$ cat src/rtl/ajdc_pkg.sv
// Shared types and constants for the joystick axis conditioner.
// Used by ajdc_div and axis_jitter_deadzone_calibrator; no dependencies.
package ajdc_pkg;

   localparam int AX_COUNT     = 4;
   localparam int DEF_NUM_AXES = 4;
   localparam int SAMPLE_W     = 16;
   localparam int CAL_W        = 64;
   localparam int FILT_W       = 25;
   localparam int CSR_ADDR_W   = 3;
   localparam int DIV_W        = 34;   // dividend / quotient width
   localparam int DEN_W        = 16;
   localparam int CNT_W        = $clog2(DIV_W + 1);
   localparam logic [SAMPLE_W-1:0] MID_OUT = 16'd1024;

   // register index space: calibration words first, then filter words
   localparam logic CSR_BANK_CAL  = 1'b0;
   localparam logic CSR_BANK_FILT = 1'b1;

   typedef struct packed {
      logic              start;
      logic [DIV_W-1:0]  num;
      logic [DEN_W-1:0]  den;
   } div_req_type;

   typedef struct packed {
      logic              busy;
      logic              done;
      logic [DIV_W-1:0]  quot;
   } div_rsp_type;

   typedef enum logic [8:0] {
      ST_IDLE = 9'b000000001,
      ST_FILT = 9'b000000010,
      ST_CAL  = 9'b000000100,
      ST_MUL  = 9'b000001000,
      ST_GO   = 9'b000010000,
      ST_DIV  = 9'b000100000,
      ST_POST = 9'b001000000,
      ST_NEXT = 9'b010000000,
      ST_OUT  = 9'b100000000
   } state_type;

endpackage

$ cat src/rtl/axis_jitter_deadzone_calibrator.sv
// Four-axis conditioner: per-axis anti-jitter hold, then null-zone calibration.
// Depends on ajdc_pkg and ajdc_div.
//
// One report beat carries four 16-bit samples; one result beat carries four
// conditioned axes. The axes are worked one after another through a single
// bit-serial divider, which sets the rate: a calibrated axis outside the null
// zone needs one division when no side scaling is needed and two when it is,
// and the result register is loaded once the last axis is done.
// A new report is taken once the
// previous result sits in the output register, even if it is not yet read.
module axis_jitter_deadzone_calibrator #(
   parameter int NUM_AXES = ajdc_pkg::DEF_NUM_AXES
) (
   input  logic                              clock,
   input  logic                              reset,
   input  logic                              req_tvalid,
   output logic                              req_tready,
   input  logic [63:0]                       req_tdata,  // axis0_raw..axis3_raw
   output logic                              rsp_tvalid,
   input  logic                              rsp_tready,
   output logic [63:0]                       rsp_tdata,  // axis0_out..axis3_out
   input  logic                              csr_we,
   input  logic [ajdc_pkg::CSR_ADDR_W-1:0]   csr_addr,
   input  logic [ajdc_pkg::CAL_W-1:0]        csr_wdata
);

   localparam int AX = ajdc_pkg::AX_COUNT;
   localparam int SW = ajdc_pkg::SAMPLE_W;

   ajdc_pkg::state_type state_ff, state_in;

   logic [SW-1:0]                 raw_ff [AX];
   logic [SW-1:0]                 raw_in [AX];
   logic [SW-1:0]                 res_ff [AX];
   logic [SW-1:0]                 res_in [AX];
   logic [ajdc_pkg::CAL_W-1:0]    cal_ff [AX];
   logic [ajdc_pkg::FILT_W-1:0]   filt_ff [AX];
   logic [SW-1:0]                 held_ff [AX];
   logic [SW-1:0]                 held_in [AX];
   logic [7:0]                    rcnt_ff [AX];
   logic [7:0]                    rcnt_in [AX];
   logic [63:0]                   out_ff, out_in;
   logic                          ovld_ff, ovld_in;
   logic [1:0]                    idx_ff, idx_in;
   logic                          phase_ff, phase_in;
   logic [SW-1:0]                 s_ff, s_in;
   logic signed [19:0]            e_ff, e_in;
   logic signed [19:0]            d_ff, d_in;
   logic [SW-1:0]                 mulw_ff, mulw_in;
   logic [SW-1:0]                 den_ff, den_in;
   logic [SW-1:0]                 nar_ff, nar_in;
   logic                          left_ff, left_in;
   logic                          neg_ff, neg_in;
   logic [ajdc_pkg::DIV_W-1:0]    prod_ff, prod_in;

   ajdc_pkg::div_req_type dreq;
   ajdc_pkg::div_rsp_type drsp;

   // per-axis views
   logic                  active;
   logic [ajdc_pkg::FILT_W-1:0] fw;
   logic [ajdc_pkg::CAL_W-1:0]  cw;
   logic signed [17:0]    sx, heldx, marg, lo_j, hi_j;
   logic                  outside;
   logic signed [17:0]    nul, lft, cen, rgt, lo, hi, sv, scx, sc;
   logic [SW-1:0]         wl, wr, nar;
   logic signed [19:0]    e;
   logic signed [36:0]    p;
   logic [36:0]           pmag;
   logic signed [19:0]    x;
   logic [19:0]           xmag;
   logic [SW-1:0]         q16;

   ajdc_div u_div (
      .clock (clock),
      .reset (reset),
      .req   (dreq),
      .rsp   (drsp)
   );

   assign req_tready = state_ff == ajdc_pkg::ST_IDLE;
   assign rsp_tvalid = ovld_ff;
   assign rsp_tdata  = out_ff;

   assign dreq.start = state_ff == ajdc_pkg::ST_GO;
   assign dreq.num   = prod_ff;
   assign dreq.den   = den_ff;

   always_comb begin
      active  = {1'b0, idx_ff} < 3'(NUM_AXES);
      fw      = filt_ff[idx_ff];
      cw      = cal_ff[idx_ff];
      sx      = 18'(raw_ff[idx_ff]);
      heldx   = 18'(held_ff[idx_ff]);
      marg    = 18'(fw[23:8]);
      lo_j    = heldx - marg;
      hi_j    = heldx + marg;
      outside = (sx < lo_j) || (sx > hi_j);
      nul     = 18'(cw[15:1]);
      lft     = 18'(cw[31:16]);
      cen     = 18'(cw[47:32]);
      rgt     = 18'(cw[63:48]);
      lo      = cen - nul;
      hi      = cen + nul;
      wl      = SW'(lo - lft);
      wr      = SW'(rgt - hi);
      nar     = (wl < wr) ? wl : wr;
      // signed copy of the filtered sample: lo can go below zero
      sv      = 18'(s_ff);
      scx     = (sv < lft) ? lft : sv;
      sc      = (scx > rgt) ? rgt : scx;
      e       = (sc < cen) ? 20'(lo - sc) : 20'(sc - hi);
      p       = 37'(e_ff) * 37'(signed'({1'b0, mulw_ff}));
      pmag    = p[36] ? 37'(-p) : 37'(p);
      x       = d_ff + 20'(signed'({1'b0, nar_ff}));
      xmag    = x[19] ? 20'(-x) : 20'(x);
      q16     = neg_ff ? SW'(-drsp.quot[SW-1:0]) : drsp.quot[SW-1:0];

      state_in = state_ff;
      raw_in   = raw_ff;
      res_in   = res_ff;
      held_in  = held_ff;
      rcnt_in  = rcnt_ff;
      out_in   = out_ff;
      ovld_in  = ovld_ff && !rsp_tready;
      idx_in   = idx_ff;
      phase_in = phase_ff;
      s_in     = s_ff;
      e_in     = e_ff;
      d_in     = d_ff;
      mulw_in  = mulw_ff;
      den_in   = den_ff;
      nar_in   = nar_ff;
      left_in  = left_ff;
      neg_in   = neg_ff;
      prod_in  = prod_ff;

      unique case (state_ff)
         ajdc_pkg::ST_IDLE: begin
            if (req_tvalid) begin
               for (int i = 0; i < AX; i++) raw_in[i] = req_tdata[i*SW +: SW];
               idx_in   = '0;
               state_in = ajdc_pkg::ST_FILT;
            end
         end
         ajdc_pkg::ST_FILT: begin
            s_in = raw_ff[idx_ff];
            if (!active) begin
               res_in[idx_ff] = raw_ff[idx_ff];
               state_in       = ajdc_pkg::ST_NEXT;
            end else begin
               if (fw[24]) begin
                  if (outside || rcnt_ff[idx_ff] >= fw[7:0]) begin
                     rcnt_in[idx_ff] = '0;
                     held_in[idx_ff] = raw_ff[idx_ff];
                  end else begin
                     rcnt_in[idx_ff] = rcnt_ff[idx_ff] + 1'b1;
                     s_in            = held_ff[idx_ff];
                  end
               end
               state_in = ajdc_pkg::ST_CAL;
            end
         end
         ajdc_pkg::ST_CAL: begin
            nar_in  = nar;
            left_in = sc < cen;
            e_in    = e;
            if (!cw[0]) begin
               res_in[idx_ff] = s_ff;
               state_in       = ajdc_pkg::ST_NEXT;
            end else if (sv >= lo && sv <= hi) begin
               res_in[idx_ff] = ajdc_pkg::MID_OUT;
               state_in       = ajdc_pkg::ST_NEXT;
            end else if (nar == '0) begin
               res_in[idx_ff] = ajdc_pkg::MID_OUT;
               state_in       = ajdc_pkg::ST_NEXT;
            end else if ((sc < cen) ? (wl > wr) : (wr > wl)) begin
               // narrower side rescales the wider one: d * narrow / wide
               mulw_in  = (sc < cen) ? wr : wl;
               den_in   = (sc < cen) ? wl : wr;
               state_in = ajdc_pkg::ST_MUL;
            end else begin
               d_in     = (sc < cen) ? -e : e;
               state_in = ajdc_pkg::ST_POST;
            end
         end
         ajdc_pkg::ST_MUL: begin
            neg_in   = p[36] ^ left_ff;
            prod_in  = pmag[ajdc_pkg::DIV_W-1:0];
            phase_in = 1'b0;
            state_in = ajdc_pkg::ST_GO;
         end
         ajdc_pkg::ST_GO: begin
            state_in = ajdc_pkg::ST_DIV;
         end
         ajdc_pkg::ST_DIV: begin
            if (drsp.done) begin
               if (!phase_ff) begin
                  d_in     = neg_ff ? -20'(drsp.quot) : 20'(drsp.quot);
                  state_in = ajdc_pkg::ST_POST;
               end else begin
                  res_in[idx_ff] = q16;
                  state_in       = ajdc_pkg::ST_NEXT;
               end
            end
         end
         ajdc_pkg::ST_POST: begin
            // (d + nar) * 1024 / nar, truncated toward zero
            neg_in   = x[19];
            prod_in  = ajdc_pkg::DIV_W'({xmag, 10'b0});
            den_in   = nar_ff;
            phase_in = 1'b1;
            state_in = ajdc_pkg::ST_GO;
         end
         ajdc_pkg::ST_NEXT: begin
            if (idx_ff == 2'(AX - 1)) begin
               state_in = ajdc_pkg::ST_OUT;
            end else begin
               idx_in   = idx_ff + 1'b1;
               state_in = ajdc_pkg::ST_FILT;
            end
         end
         ajdc_pkg::ST_OUT: begin
            if (!ovld_ff || rsp_tready) begin
               for (int i = 0; i < AX; i++) out_in[i*SW +: SW] = res_ff[i];
               ovld_in  = 1'b1;
               state_in = ajdc_pkg::ST_IDLE;
            end
         end
         default: state_in = ajdc_pkg::ST_IDLE;
      endcase
   end

   always_ff @(posedge clock) begin
      raw_ff  <= raw_in;
      res_ff  <= res_in;
      out_ff  <= out_in;
      s_ff    <= s_in;
      e_ff    <= e_in;
      d_ff    <= d_in;
      mulw_ff <= mulw_in;
      den_ff  <= den_in;
      nar_ff  <= nar_in;
      left_ff <= left_in;
      neg_ff  <= neg_in;
      prod_ff <= prod_in;
      if (reset) begin
         state_ff <= ajdc_pkg::ST_IDLE;
         ovld_ff  <= 1'b0;
         idx_ff   <= '0;
         phase_ff <= 1'b0;
         for (int i = 0; i < AX; i++) begin
            held_ff[i] <= '0;
            rcnt_ff[i] <= '0;
            cal_ff[i]  <= '0;
            filt_ff[i] <= '0;
         end
      end else begin
         state_ff <= state_in;
         ovld_ff  <= ovld_in;
         idx_ff   <= idx_in;
         phase_ff <= phase_in;
         held_ff  <= held_in;
         rcnt_ff  <= rcnt_in;
         if (csr_we) begin
            if (csr_addr[2] == ajdc_pkg::CSR_BANK_CAL) begin
               cal_ff[csr_addr[1:0]] <= csr_wdata;
            end else begin
               filt_ff[csr_addr[1:0]] <= csr_wdata[ajdc_pkg::FILT_W-1:0];
            end
         end
      end
   end

   a_done_in_div: assert property (@(posedge clock) disable iff (reset)
      drsp.done |-> state_ff == ajdc_pkg::ST_DIV)
      else $error("divider finished outside the divide wait");

   a_accept_starts: assert property (@(posedge clock) disable iff (reset)
      req_tvalid && req_tready |=> state_ff == ajdc_pkg::ST_FILT && idx_ff == '0)
      else $error("accepted report did not start at axis 0");

   a_rsp_from_out: assert property (@(posedge clock) disable iff (reset)
      $rose(rsp_tvalid) |-> $past(state_ff) == ajdc_pkg::ST_OUT)
      else $error("result beat raised outside the output step");

   a_div_idle_on_out: assert property (@(posedge clock) disable iff (reset)
      state_ff == ajdc_pkg::ST_OUT |-> !drsp.busy)
      else $error("divider still busy when the result is loaded");

endmodule

$ cat src/rtl/ajdc_div.sv
// Bit-serial restoring divider, one quotient bit per cycle.
// Depends on ajdc_pkg for widths and the request/response structs.
module ajdc_div (
   input  logic                 clock,
   input  logic                 reset,
   input  ajdc_pkg::div_req_type req,
   output ajdc_pkg::div_rsp_type rsp
);

   logic [ajdc_pkg::DIV_W-1:0] num_ff, num_in;
   logic [ajdc_pkg::DEN_W:0]   rem_ff, rem_in;
   logic [ajdc_pkg::DEN_W-1:0] den_ff, den_in;
   logic [ajdc_pkg::CNT_W-1:0] cnt_ff, cnt_in;
   logic                       busy_ff, busy_in;
   logic                       done_ff, done_in;
   logic [ajdc_pkg::DEN_W:0]   rem_sh;
   logic                       ge;

   always_comb begin
      rem_sh  = {rem_ff[ajdc_pkg::DEN_W-1:0], num_ff[ajdc_pkg::DIV_W-1]};
      ge      = rem_sh >= {1'b0, den_ff};
      num_in  = num_ff;
      rem_in  = rem_ff;
      den_in  = den_ff;
      cnt_in  = cnt_ff;
      busy_in = busy_ff;
      done_in = 1'b0;
      if (req.start) begin
         num_in  = req.num;
         den_in  = req.den;
         rem_in  = '0;
         cnt_in  = ajdc_pkg::CNT_W'(ajdc_pkg::DIV_W);
         busy_in = 1'b1;
      end else if (busy_ff) begin
         rem_in = ge ? rem_sh - {1'b0, den_ff} : rem_sh;
         num_in = {num_ff[ajdc_pkg::DIV_W-2:0], ge};
         cnt_in = cnt_ff - 1'b1;
         if (cnt_ff == ajdc_pkg::CNT_W'(1)) begin
            busy_in = 1'b0;
            done_in = 1'b1;
         end
      end
   end

   always_ff @(posedge clock) begin
      num_ff <= num_in;
      rem_ff <= rem_in;
      den_ff <= den_in;
      if (reset) begin
         cnt_ff  <= '0;
         busy_ff <= 1'b0;
         done_ff <= 1'b0;
      end else begin
         cnt_ff  <= cnt_in;
         busy_ff <= busy_in;
         done_ff <= done_in;
      end
   end

   assign rsp.busy = busy_ff;
   assign rsp.done = done_ff;
   assign rsp.quot = num_ff;

endmodule

$ cat config.mk
export PLATFORM = sky130hd
export DESIGN_NAME = axis_jitter_deadzone_calibrator
export DESIGN_NICKNAME = d
export VERILOG_FILES = /design/src/rtl/ajdc_pkg.sv /design/src/rtl/axis_jitter_deadzone_calibrator.sv /design/src/rtl/ajdc_div.sv
export SDC_FILE = /design/constraint.sdc
export NUM_CORES = 2
export LEC_CHECK = 0
export BUFFER_PORTS_ARGS = -buffer_cell sky130_fd_sc_hd__buf_4
export CAP_MARGIN = 40
export CORE_MARGIN = 2
export CORE_UTILIZATION = 55
export CTS_BUF_LIST = sky130_fd_sc_hd__clkbuf_8 sky130_fd_sc_hd__clkbuf_16
export CTS_CLUSTER_DIAMETER = 30
export DETAILED_ROUTE_END_ITERATION = 10
export PLACE_DENSITY_LB_ADDON = 0.1
export REMOVE_ABC_BUFFERS = 1
export SLEW_MARGIN = 0
export SYNTH_ARGS = -nofsm -noshare
export SYNTH_HDL_FRONTEND = slang
export SYNTH_SLANG_ARGS = --single-unit
$ cat constraint.sdc
create_clock -name clock -period 10.2 [get_ports clock]
set_input_delay 2.04 -clock clock [delete_from_list [all_inputs] [get_ports clock]]
set_output_delay 2.04 -clock clock [all_outputs]
set_load 0.02 [all_outputs]
After elaboration in Yosys (flattened, before gate mapping)
Memory sizes are Yosys's and may differ from the RTL's. A register that Yosys moved wholly into a read port is not among the register bits.
Cells that the tools add are included.
{ "word_totals": {"latchBits": 0, "ff_bits": 515, "ram_bits": 356, "out_inout_bits": 66, "romBits": 0, "word_cells": 231, "n_memories": 2, "inputBits": 136} }
{ "mem_list": {"columns": ["memory", "words", "width", "read_ports", "rd_ports_with_merged_regs", "write_ports", "line_no", "text"], "rows": [
  ["cal_ff", 4, 64, 1, 1, 4, "axis_jitter_deadzone_calibrator.sv:36", "logic [ajdc_pkg::CAL_W-1:0] cal_ff [AX];"],
  ["filt_ff", 4, 25, 1, 1, 4, "axis_jitter_deadzone_calibrator.sv:37", "logic [ajdc_pkg::FILT_W-1:0] filt_ff [AX];"]
]} }
{ "classes": {"mul": 1, "shift": 0, "n_mux": 97, "n_addsub": 18, "reduce_logical": 29, "order_cmp": 14, "bitwise": 10, "div_mod_pow": 0, "eq_ne": 23} }
{ "op_table": {"columns": ["operator", "n"], "rows": [
  ["$mux W64", 6],
  ["$mux W16", 18],
  ["$mux W20", 10],
  ["$bwmux W64", 3],
  ["$pmux W64 S2", 1],
  ["$mux W34", 3],
  ["$pmux W9 S8", 1],
  ["$pmux W34 S2", 1],
  ["$bmux W16 S2", 2],
  ["$reduce_or A64 Y1", 1],
  ["$and A60 B60 Y60", 1],
  ["$neg A20 Y20", 3],
  ["$not A60 Y60", 1],
  ["$mux W8", 7],
  ["$gt A16 B16 Y1", 3],
  ["$lt A16 B16 Y1", 3],
  ["$sub A16 B16 Y16", 3],
  ["$pmux W20 S2", 1],
  ["$mul A20 B17 Y37", 1],
  ["$mux W9", 4],
  ["$neg A34 Y34", 1],
  ["$and A32 B32 Y32", 1],
  ["$bwmux W32", 1],
  ["$demux W16 S2", 1],
  ["62 further kinds", 115]
]} }

Logic depth before layout (Yosys ltp)
{ "logic_depth": {"word_depth": 13, "ltp_mapped": 40, "ltp_nobuf": 34} }

By module
A second synthesis with hierarchy kept.
{ "unflattened": {"hier_cells": 5641, "area_unflattened_um2": 61134.9} }
{ "modules_own_cells": {"columns": ["module", "seq_area_each_um2", "cells_per_inst", "instances", "area_each_um2"], "rows": [
  ["axis_jitter_deadzone_calibrator", 22821.9, 5274, 1, 57064.7],
  ["ajdc_div", 1981.9, 367, 1, 4070.2]
]} }

Worst setup path before layout
No wires, ideal clock.
{ "synth_path": {"kind": "reg-to-reg", "start": "reg with a tool-made name", "end": "reg den_ff[0] (enable)", "t_arrival_ps": 9445, "path_stages_with_launch": 33, "setup_slack_ps": 340, "required_time_ps": 9786, "setup_time_ps": 414, "path_buffers": 6, "period_less_slack_ps": 9860, "path_cell_list": "dfxtp_1 buf_2 buf_2 clkbuf_1 clkbuf_1 buf_1 mux4_2 ha_1 clkbuf_1 a21oi_1 o21ai_0 a21oi_1 o41ai_1 a21oi_1 xnor2_1 ha_1 and4_1 a21boi_0 or4_1 inv_1 ha_1 a21o_1 a21o_1 a21o_1 a211oi_1 o21bai_1 a221oi_1 a21oi_1 nand4_1 nor4_1 o221a_2 or2_2 o31ai_1"} }
{ "synth_lines": {"columns": ["item", "line_no", "text"], "rows": [
  ["end signal: assignment", "axis_jitter_deadzone_calibrator.sv:242", "den_ff <= den_in;"],
  ["end: declaration", "axis_jitter_deadzone_calibrator.sv:50", "logic [SW-1:0] den_ff, den_in;"]
]} }

==> implementation parameters <==
Parameter                              Value

Status
  Result of the run    finished clean

Worst setup path
  Cell with the most instances on the worst path    sky130_fd_sc_hd__ha_1
  Reg-to-reg critical path endpoint    d_ff[1]$_DFFE_PP_
  Critical path data arrival time    just under 10000 ps
  Max FO, Critical Path    34
  Largest incremental delay on the critical path    730 ps
  Length in cells of the worst reg-to-reg path    31
  Path type of the worst setup path    reg -> reg
  Worst path slowest cell    sky130_fd_sc_hd__a211o_1
  Worst setup EP type    flip-flop
  Crit start category    flip-flop
  Reg2Reg Setup Slack    750 ps
  Required time of the critical path    between 10000 and 15000 ps

Final layout
  Area delta synth->final    16.5%
  Filler-free cell count of the finished design    between 7k and 8k
  Most frequent standard cell in the layout excluding fill and tap cells    sky130_fd_sc_hd__edfxtp_1
  Top library cells by usage in the layout, fill and taps aside    sky130_fd_sc_hd__edfxtp_1 (736), sky130_fd_sc_hd__inv_1 (604), sky130_fd_sc_hd__nand2_1 (572), sky130_fd_sc_hd__and2_1 (495), sky130_fd_sc_hd__ha_1 (391)
  Post-layout net count    6657
  Fraction of layout instances using a drive strength above 1    13.9%
  Diode count    0

Die
  Number of top-level pins    202
  Effective utilization at floorplan    55.6%
  DIE HEIGHT    334 microns
  Num rows    120
  Placeable core region    about 110000 sq um
  Width of the die    334 microns
  Die area    111000 sq um

Logic synthesis
  Number of storage elements in the synthesis netlist    ~870
  Sequential element share of the synthesized area    roughly two fifths
  Synth Warn #    0
  Number of instances in the synthesized netlist    5579
  Number of enable flip-flop cells after synthesis    736
  Avg Inst Size Synth    about 11 sq um
  Leading register cell type out of synthesis    sky130_fd_sc_hd__edfxtp_1
  Count of different cell masters after synthesis    87
  Syn Std Cell Area    ~60000 sq um
  Fraction of registers with async set/reset    0%

Routing
  DRC violation count after routing    0
  Detailed-route via count    42.5k
  Via-per-instance ratio    5.76
  WL per Instance    21.9 microns
  Antenna Violating Nets Remaining    0
  Routed Wire Length    161000 microns
  Count of routing violations after the opening detailed-route iteration    3506
  Length of the first detailed-routing pass in iterations    6

Clocking
  Clock Tree Buf Depth    3
  Clock tree from TritonCTS    done
  Setup Fix Bufs, Post-CTS    0
  Clock latency on the worst-skew pair    790 ps
  Number of buffers created by CTS    176
  Cts repair resizes    0
  Hold bufs inserted after CTS    0
  Clock-pin slew of the registers on the worst-case setup and hold paths    approximately 50 ps
  Clock sink total    871
  Root buf cell    sky130_fd_sc_hd__clkbuf_16
  Deepest level of the CTS H-tree    4

Job
  Max Cap Viol    0

Pwr
  Standby leakage power    0.0287 uW
  Peak supply drop    184 uV
  Total chip power    14600 uW
  Power per Cell Area    210 nW/um^2

Timing
  Worst relative slew slack    between 30% and 40%
  Unrepaired setup endpoints after global routing    false
  Final hold violation count    0
  Clock Skew    approximately 78 ps
  Final critical-path share of the clock period    between 90 and 100%
  Transition time of the tightest slew-check pin    961 ps
  Highest Clock Rate    106 MHz
  Post-Route Hold Slack    roughly 390 ps
  Post-layout min period    9450 ps
  Number of max-slew violations in the final report    0
  Final setup violating endpoints    0

Placement
  Port-buffer cells    201
  HPWL Detailed    between 100000 and 150000 microns
  Placed Cells    just over 7k
  Routability congestion estimate from global placement    0.998

Global routing
  First-pass GRT wire length    249000 microns
  Overflow after GRT    0
  Number of antenna violations at the first check in global routing    0
  Global-route total usage across every layer    approximately 29%
  Pin count of the biggest net entering global routing    73
  Vias in the first global route    between 40k and 50k

Hold path
  Hold path startpoint    den_ff[15]$_DFFE_PP_
  End of the worst hold path    u_div.den_ff[15]$_DFFE_PP_
  Hold WC Path Type    reg -> reg
  WHS Path Cells    0
## cell usage after synthesis, types with 17 or more instances
cell	instances	share of area, %
sky130_fd_sc_hd__edfxtp_1	736	37
sky130_fd_sc_hd__inv_1	587	3.7
sky130_fd_sc_hd__nand2_1	572	3.6
sky130_fd_sc_hd__and2_1	495	5.2
sky130_fd_sc_hd__ha_1	391	8.2
sky130_fd_sc_hd__nor2_1	361	2.3
sky130_fd_sc_hd__fa_1	310	10
sky130_fd_sc_hd__a21oi_1	251	2.1
sky130_fd_sc_hd__o21ai_0	238	2.0
sky130_fd_sc_hd__clkbuf_1	202	1.3
sky130_fd_sc_hd__xnor2_1	160	2.3
sky130_fd_sc_hd__dfxtp_1	135	4.5
sky130_fd_sc_hd__mux4_2	129	4.9
sky130_fd_sc_hd__nor3_1	86	0.72
sky130_fd_sc_hd__xor2_1	86	1.3
sky130_fd_sc_hd__mux2i_1	82	1.4
sky130_fd_sc_hd__a21o_1	70	0.88
sky130_fd_sc_hd__o21a_1	61	0.77
sky130_fd_sc_hd__nand3_1	52	0.44
sky130_fd_sc_hd__o21bai_1	41	0.51
sky130_fd_sc_hd__nor2b_1	39	0.41
sky130_fd_sc_hd__nand2b_1	37	0.39
sky130_fd_sc_hd__nand4_1	29	0.30
sky130_fd_sc_hd__a31oi_1	25	0.26
sky130_fd_sc_hd__or3_1	25	0.26
sky130_fd_sc_hd__a211oi_1	24	0.30
sky130_fd_sc_hd__mux2_2	24	0.45
sky130_fd_sc_hd__o31ai_1	21	0.26
sky130_fd_sc_hd__a22o_1	20	0.29
sky130_fd_sc_hd__nor4_1	18	0.19
sky130_fd_sc_hd__and3_1	17	0.18
## routing by layer
| metal | part of all wire (%) | GRT usage, % | vias up |
|---|---|---|---|
| li1 | - | - | 19800 |
| met5 | 0 | 0 | - |
| met4 | 2.7 | 9.10 | 0 |
| met3 | 6.2 | 4.16 | 262 |
| met2 | 48 | 48.7 | 1422 |
| met1 | 43 | 39.8 | 21000 |
## cells by family after synthesis
kind of cell               after synthesis  synth area share, %
and+or+nand+nor                       1809                 14.9
AOI/OAI and AO/OA                      893                 9.47
DFF                                    871                 41.5
buffers and inverters                  822                 5.21
adders and majority gates              701                 18.6
xor gates and xnor gates               248                 3.68
muxes                                  235                 6.68
## power by group
part	internal, uW	switching, uW
logic	1620	2730
clock network	3980	2040
registers	4200	64.5
total	9810	4830
## critical path, delay by kind of cell, from the launching register on
kind            cells  cell delay, ps
compound gates     12            3340
fa+ha+maj           3             860
buf+inv             6            1610
flops               1             710
mux                 1             570
simple gates        9            1910
## sequential cells by signal, indices dropped and copies added (netlist names), 18 cells and up, named ones only
| name | count |
|---|---|
| rsp_tdata | 64 |
| raw_ff | 64 |
| held_ff | 64 |
| filt_ff | 100 |
| cal_ff | 256 |
| e_ff | 18 |
| res_ff | 64 |
| d_ff | 20 |
| rcnt_ff | 32 |
| prod_ff | 34 |
| u_div.num_ff | 34 |
## worst max-delay path by stage
| stage | startpoint | endpoint | slack (ps) | cells after the start |
|---|---|---|---|---|
| 3_3_place_gp | flip-flop | d_ff[11]$_DFFE_PP_ | 990 | 33 |
| 5_1_grt | flip-flop | d_ff[10]$_DFFE_PP_ | 70 | 31 |
| 2_1_floorplan | flip-flop | den_ff[0]$_DFFE_PP_ | -3720 | 27 |
| 6_report | flip-flop | d_ff[1]$_DFFE_PP_ | 750 | 31 |
| 4_1_cts | flip-flop | d_ff[10]$_DFFE_PP_ | 880 | 31 |
| 3_5_place_dp | flip-flop | d_ff[11]$_DFFE_PP_ | 980 | 31 |
## per-stage QoR
step | TNS, ps | area, sq um | setup WS, ps | utilization (%)
5_1_grt | 0 | 69700 | 65.2 | 64.8
3_3_place_gp | 0 | 62900 | 993 | 58.5
6_report | 0 | 69700 | 747 | 64.8
2_1_floorplan | -418400 | 58900 | -3720 | -
4_1_cts | 0 | 69700 | 884 | 64.8
3_5_place_dp | 0 | 63300 | 976 | 58.9
## layout make-up
cell class	instances	area [sq um]
fill	8460	37800
clock inverter	150	1890
sequential	871	24800
multi-input combinational	3886	32000
clock buffer	182	4500
inverter	588	2210
tap	1403	1760
timing repair buffer	297	2460
No activity file was read; power rests on OpenSTA's default activity.
